--- config.mk ---
export PLATFORM = sky130hd
export DESIGN_NAME = fpa_div_cell
export DESIGN_NICKNAME = d
export VERILOG_FILES = /design/src/hw/rtl/fixed_point_alu_core_assert.svh /design/src/hw/rtl/fpa_pkg.sv /design/src/hw/rtl/fpa_div_cell.sv
export SDC_FILE = /design/constraint.sdc
export NUM_CORES = 1
export LEC_CHECK = 0
export BUFFER_PORTS_ARGS = -buffer_cell sky130_fd_sc_hd__clkbuf_2
export CAP_MARGIN = 15
export CORE_AREA = 3 3 126 128
export DETAILED_ROUTE_END_ITERATION = 6
export DIE_AREA = 0 0 129 131
export PLACE_DENSITY_LB_ADDON = 0.1
export SETUP_SLACK_MARGIN = 0.1
export SKIP_LAST_GASP = 1
export SLEW_MARGIN = 20
export SYNTH_ARGS = -nofsm -noshare
export SYNTH_HDL_FRONTEND = slang
export SYNTH_SLANG_ARGS = --single-unit
--- constraint.sdc ---
create_clock -name clk -period 0.8 [get_ports clk]
set_clock_uncertainty 0.2 [all_clocks]
set_input_delay 0.04 -clock clk [delete_from_list [all_inputs] [get_ports clk]]
set_output_delay 0.04 -clock clk [all_outputs]
set_load 0.1 [all_outputs]
--- src/hw/rtl/fixed_point_alu_core_assert.svh ---
// Assertion macros for the fixed-point ALU core
`ifndef FIXED_POINT_ALU_CORE_ASSERT_SVH
`define FIXED_POINT_ALU_CORE_ASSERT_SVH
// implication under reset
`define FPA_ASSERT_IMP(lbl, ante, cons, msg) \
    lbl: assert property (@(posedge clk) disable iff (!rst_n) (ante) |-> (cons)) \
        else $error(msg);
// next-cycle implication under reset
`define FPA_ASSERT_NXT(lbl, ante, cons, msg) \
    lbl: assert property (@(posedge clk) disable iff (!rst_n) (ante) |=> (cons)) \
        else $error(msg);
`endif

--- src/hw/rtl/fpa_pkg.sv ---
// ----------------------------------------------------------------------------
// fpa_pkg
// Types and operation codes shared by the fixed-point ALU core.
// ----------------------------------------------------------------------------
package fpa_pkg;

    typedef enum logic [3:0] {
        OP_FROM_INT = 4'd0,
        OP_TO_INT   = 4'd1,
        OP_ADD      = 4'd2,
        OP_SUB      = 4'd3,
        OP_MUL      = 4'd4,
        OP_DIV      = 4'd5,
        OP_GT       = 4'd6,
        OP_LT       = 4'd7,
        OP_GE       = 4'd8,
        OP_LE       = 4'd9,
        OP_EQ       = 4'd10,
        OP_NE       = 4'd11,
        OP_MIN      = 4'd12,
        OP_MAX      = 4'd13,
        OP_INC      = 4'd14,
        OP_DEC      = 4'd15
    } op_kind_t;

    typedef struct packed {
        logic [3:0]         kind;
        logic signed [31:0] operand_a;
        logic signed [31:0] operand_b;
    } fpa_in_t;

    typedef struct packed {
        logic signed [31:0] result_value;
        logic               compare_true;
        logic               overflow;
        logic               divide_by_zero;
    } fpa_out_t;

    localparam logic signed [31:0] MAX32 = 32'sh7FFF_FFFF;
    localparam logic signed [31:0] MIN32 = 32'sh8000_0000;

endpackage

--- src/hw/rtl/fpa_div_cell.sv ---
// ----------------------------------------------------------------------------
// fpa_div_cell
// One restoring-division step: shifts in a numerator bit, trial subtract.
// ----------------------------------------------------------------------------
module fpa_div_cell import fpa_pkg::*; #(
    parameter int NW = 48,
    parameter int DW = 33
) (
    input  logic          clk,
    input  logic          rst_n,
    input  logic          vld_in,
    input  logic [DW:0]   rem_in,
    input  logic [NW-1:0] num_in,
    input  logic [NW-1:0] quo_in,
    input  logic [DW-1:0] den_in,
    output logic          vld_out,
    output logic [DW:0]   rem_out,
    output logic [NW-1:0] num_out,
    output logic [NW-1:0] quo_out,
    output logic [DW-1:0] den_out
);

    logic [DW:0] shifted;
    logic [DW:0] diff;
    logic        ge;
    logic        vld_reg;
    logic [DW:0] rem_reg;
    logic [NW-1:0] num_reg;
    logic [NW-1:0] quo_reg;
    logic [DW-1:0] den_reg;

    always_comb
    begin
        shifted = {rem_in[DW-1:0], num_in[NW-1]};
        diff    = shifted - {1'b0, den_in};
        ge      = (shifted >= {1'b0, den_in});
    end

    always_ff @(posedge clk or negedge rst_n)
    begin
        if (!rst_n)
        begin
            vld_reg <= 1'b0;
        end
        else
        begin
            vld_reg <= vld_in;
        end
    end

    always_ff @(posedge clk)
    begin
        rem_reg <= ge ? diff : shifted;
        num_reg <= {num_in[NW-2:0], 1'b0};
        quo_reg <= {quo_in[NW-2:0], ge};
        den_reg <= den_in;
    end

    assign vld_out = vld_reg;
    assign rem_out = rem_reg;
    assign num_out = num_reg;
    assign quo_out = quo_reg;
    assign den_out = den_reg;

endmodule

-- Word level (Yosys, flattened, before mapping)
Cells that the tools add are included.
- flip-flop bits (word level): 163
- bits of input ports: 166
- output and inout bits: 164
- add/subtract/negate cells: 1
- $lt $le $gt $ge: 1
- mux-type cells: 1
- operators with widths (cell ; count):
    $ge A34 B33 Y1 ; 1
    $mux W34 ; 1
    $sub A34 B33 Y34 ; 1

-- Depth between registers and ports, before layout
- word-level depth: 2
- gate-level depth with buffers: 13
- depth with buffers taken out: 12

-- Worst setup path after synthesis
Ideal clock, no wire load.
- path type: input-to-reg
- start: input num_in[47]
- end: register rem_reg[10] (netlist: rem_out[10])
- library setup time: 121 ps
- arrival: 2232 ps
- slack: -1753 ps
- stages on the path: 12
- buffers on the path: 1
- cells stage by stage: inv_1 -> ha_1 -> inv_1 -> fa_1 -> a211oi_1 -> o21ai_0 -> o211ai_1 -> nand2_2 -> a221oi_4 -> o21ai_2 -> buf_6 -> mux2_4
- word-level cells in the longest chain between the ends: 2
- ends and longest elaborated chain (what ; RTL line ; RTL):
    from (decl) ; fpa_div_cell.sv:13 ; input logic [NW-1:0] num_in,
    $sub A34 B33 Y34 / $ge A34 B33 Y1 (equally long branches) ; fpa_div_cell.sv:35, fpa_div_cell.sv:36 ;
    $mux W34 (*) ; fpa_div_cell.sv:53 ; rem_reg <= ge ? diff : shifted;
    to (signal assigned) ; fpa_div_cell.sv:53 ;
    to (decl) ; fpa_div_cell.sv:27 ; logic [DW:0] rem_reg;
Every way passes the cells marked *; elsewhere a longest branch is shown, timed or not.

-- Worst setup path in the final report
- start: input rem_in[11]
- end: register rem_reg[29] (netlist: rem_out[29])
- word-level cells in the longest chain between the ends: 2
- ends and longest elaborated chain (what ; RTL line ; RTL):
    from (decl) ; fpa_div_cell.sv:12 ; input logic [DW:0] rem_in,
    $sub A34 B33 Y34 / $ge A34 B33 Y1 (equally long branches) ; fpa_div_cell.sv:35, fpa_div_cell.sv:36 ;
    $mux W34 (*) ; fpa_div_cell.sv:53 ;
Marks and branches as above.

==> impl_metrics.env <==
export IMPL_status="complete, but fails checks"
export IMPL_violations="negative hold slack, negative setup slack"
export IMPL_gp_congestion=0.898
export IMPL_io_buffers=326
export IMPL_ctsHtreeMaxLevel=4
export IMPL_netlist_area_leader_share_pct=57.6
export IMPL_period_share_pct=275
export IMPL_finalCoreUtilization_pct=92.2
export IMPL_cp_depth=11
export IMPL_grt_pass1_wl_mm=41.6
export IMPL_crit_fanout=4
export IMPL_cts_tree="built"
export IMPL_dieArea_sq_mm=0.0169
export IMPL_grt_usage_pct=32.9
export IMPL_top_layer_used="met4"
export IMPL_drive_above_1_share_pct=64.2
export IMPL_post_place_ws_ps=-1880
export IMPL_area_delta_synth_final_pct=145
export IMPL_finalSetupViolCount=198
export IMPL_syn_area_per_cell_sq_um=10.7
export IMPL_arrival_ps=2310
export IMPL_fillers=519
export IMPL_cp_slowest_stage_delay_ps=390
export IMPL_path_clk_slew_ps=60
export IMPL_die_w_um=129
export IMPL_met2WireLength_mm=15.6
export IMPL_antenna_found_initial=1
export IMPL_min_delay_path_class="in -> reg"
export IMPL_synthDistinctLibCells=57
export IMPL_path_class="in -> reg"
export IMPL_met3_wirelength_mm=2.37
export IMPL_nets=1318
export IMPL_final_period_minus_worst_setup_slack_ps=2200
export IMPL_routedWlPerCell_um=22.2
export IMPL_hpwl_mm=17.6
export IMPL_path_delay_family="compound AO/OA/AOI/OAI gates"
export IMPL_synth_area_leaders="dfxtp_1, ha_1, a21oi_1, xnor2_1, inv_1"
export IMPL_final_cell_mix="buf_12, clkbuf_2, dfxtp_4"
export IMPL_routed_via_density=5.02
export IMPL_path_buf_inv=2
export IMPL_final_common_cell="buf_12"
export IMPL_synth_async_reset_ratio_pct=0.613
export IMPL_yosysTopAreaCell="dfxtp_1"
export IMPL_start_kind="primary input"
export IMPL_finalHoldViolations=37
export IMPL_rsz0062_at_grt="true"
export IMPL_ir_drop_v=0.00174
export IMPL_cp_end_kind="flip-flop"
export IMPL_ant_nets=0
export IMPL_route_final_wire_length_mm=29.3
export IMPL_start_util_pct=37.6
export IMPL_synth_edf_count=0
export IMPL_grt_pass1_vias=7279
export IMPL_whs_ps=-422
export IMPL_cts_buffer_depth=2
export IMPL_ios=330
export IMPL_first_pass_iters=7
export IMPL_grt_overflow_total=0
export IMPL_met1Wirelength_mm=9.74
export IMPL_cts_buffers_inserted=17
export IMPL_core_sq_mm=0.0150
export IMPL_ys_ff_latch=163
export IMPL_cts_root_buf="clkbuf_16"
export IMPL_crit_start="rem_in[11]"
export IMPL_yosysWarnings=0
export IMPL_synth_area_sq_mm=0.00563
export IMPL_synth_cells=524
export IMPL_drc=0
export IMPL_fmax_ghz=0.455
export IMPL_setup_slack_ps=-1400
export IMPL_power_density_mw_per_mm2=2220
export IMPL_cpMaxStageDelayCell="a211oi_1"
export IMPL_power_mw=30.6
export IMPL_first_iter_violations=297
export IMPL_leakagePower_nw=6.36
export IMPL_cp_endpoint="rem_out[29]"
export IMPL_die_y_um=131
export IMPL_rows=45
export IMPL_ys_seq_area_share_pct=58.1
export IMPL_vias=6629
export IMPL_clkSinkCount=163
export IMPL_cp_required_ps=920
export IMPL_crit_chain="clkbuf_2, ha_1, a211oi_1, o21bai_1, a21oi_1, o21ai_2, a211oi_2, buf_4, o21ai_0, xnor2_1, a21oi_2"
export IMPL_synth_nets=724
export IMPL_grt_max_degree=22
export IMPL_cap_viol_max_count=0
export IMPL_synth_ff_type="dfxtp_1"
export IMPL_maxSlewViolCount=0
[where the power goes]
| part | internal [mW] | total, mW | switching, mW | leakage, nW |
|---|---|---|---|---|
| Combinational | 5.14 | 13.0 | 7.83 | 4.65 |
| Clock | 4.66 | 8.19 | 3.53 | 0.278 |
| Sequential | 8.81 | 9.47 | 0.653 | 1.43 |
| Total | 18.6 | 30.6 | 12.0 | 6.36 |
[Yosys cell counts (2+ instances only)]
master / instances
dfxtp_1: 162
a41o_1: 2
nor3_1: 5
mux2_2: 3
nand4_1: 5
nand2_1: 24
buf_6: 3
a211oi_1: 5
inv_1: 41
and3_1: 6
a21oi_1: 58
nand3_1: 9
mux2_4: 4
xor2_1: 9
buf_2: 4
o21a_1: 5
a221o_1: 2
and2_1: 2
and4_1: 2
a31oi_1: 2
nor2_1: 38
ha_1: 33
o21ai_0: 21
o21ai_1: 2
a21o_1: 14
o21bai_1: 5
xnor2_1: 20
clkbuf_1: 9
[how the worst min path moves through the flow]
| stage | endpoint | slack [ps] | depth (start not counted) | startpoint |
|---|---|---|---|---|
| floorplan | vld_out | -460 | 0 | rst_n |
| finish | den_out[0] | -420 | 1 | den_in[0] |
| CTS | den_out[8] | -480 | 1 | den_in[8] |
| detailed placement | vld_out | -380 | 1 | rst_n |
| global placement | vld_out | -380 | 1 | rst_n |
| global route | den_out[0] | -420 | 1 | den_in[0] |
[layout make-up]
| cell class | count | area [sq um] | share of cell area [%] |
|---|---|---|---|
| Multi-Input combinational cell | 303 | 2420 | 17.5 |
| Timing Repair Buffer | 592 | 6530 | 47.3 |
| Sequential cell | 163 | 3870 | 28.0 |
| Inverter | 41 | 166 | 1.21 |
| Clock inverter | 9 | 95.1 | 0.689 |
| Clock buffer | 23 | 488 | 3.53 |
| Tap cell | 188 | 235 | 1.70 |
| Antenna cell | 1 | 2.50 | 0.0181 |
[flip-flops by register name, summed over array words and instances (netlist names)]
name	flops
den_out	33
num_out	47
quo_out	48
rem_out	34
vld_out	1
[metrics by stage]
stage / hold WS (ps) / std cells / instance area (sq um) / setup TNS [ps]
2_1_floorplan: -456 / 524 / 6380 / -51070
3_3_place_gp: -384 / 1152 / 11600 / -60420
3_5_place_dp: -384 / 1152 / 11600 / -61950
4_1_cts: -479 / 1318 / 13700 / -112080
5_1_grt: -421 / 1320 / 13800 / -117080
6_report: -422 / 1320 / 13800 / -111630
[cells by family (layout without fill, tap and decap cells)]
kind of cell    after synthesis  in the layout  share of synthesized area, %
simple gates                 97             97                          7.81
other cells                   1              2                        0.0666
compound gates              134            134                          15.6
buf+inv                      58            665                          4.43
mux                           8              8                          1.85
xor+xnor                     29             29                          4.51
fa+ha+maj                    34             34                          7.69
flops                       163            163                          58.1
[metal layers]
layer  vias up  global-route usage, %
met5         -                      0
li1       2980                      -
met1      3119                   33.3
met3       113                   10.4
met4         0                   16.7
met2       417                   60.9
[what timing repair did]
item / in CTS / in global routing
buffers inserted: 4 / 0
gates resized for setup: 41 / 26
hold endpoints to repair: 163 / 39
gates cloned: 3 / 0
hold buffers: 127 / 2
pin swaps: 9 / 10
endpoints found under the setup margin: 198 / 200
Power figures use the tool's default switching activity.
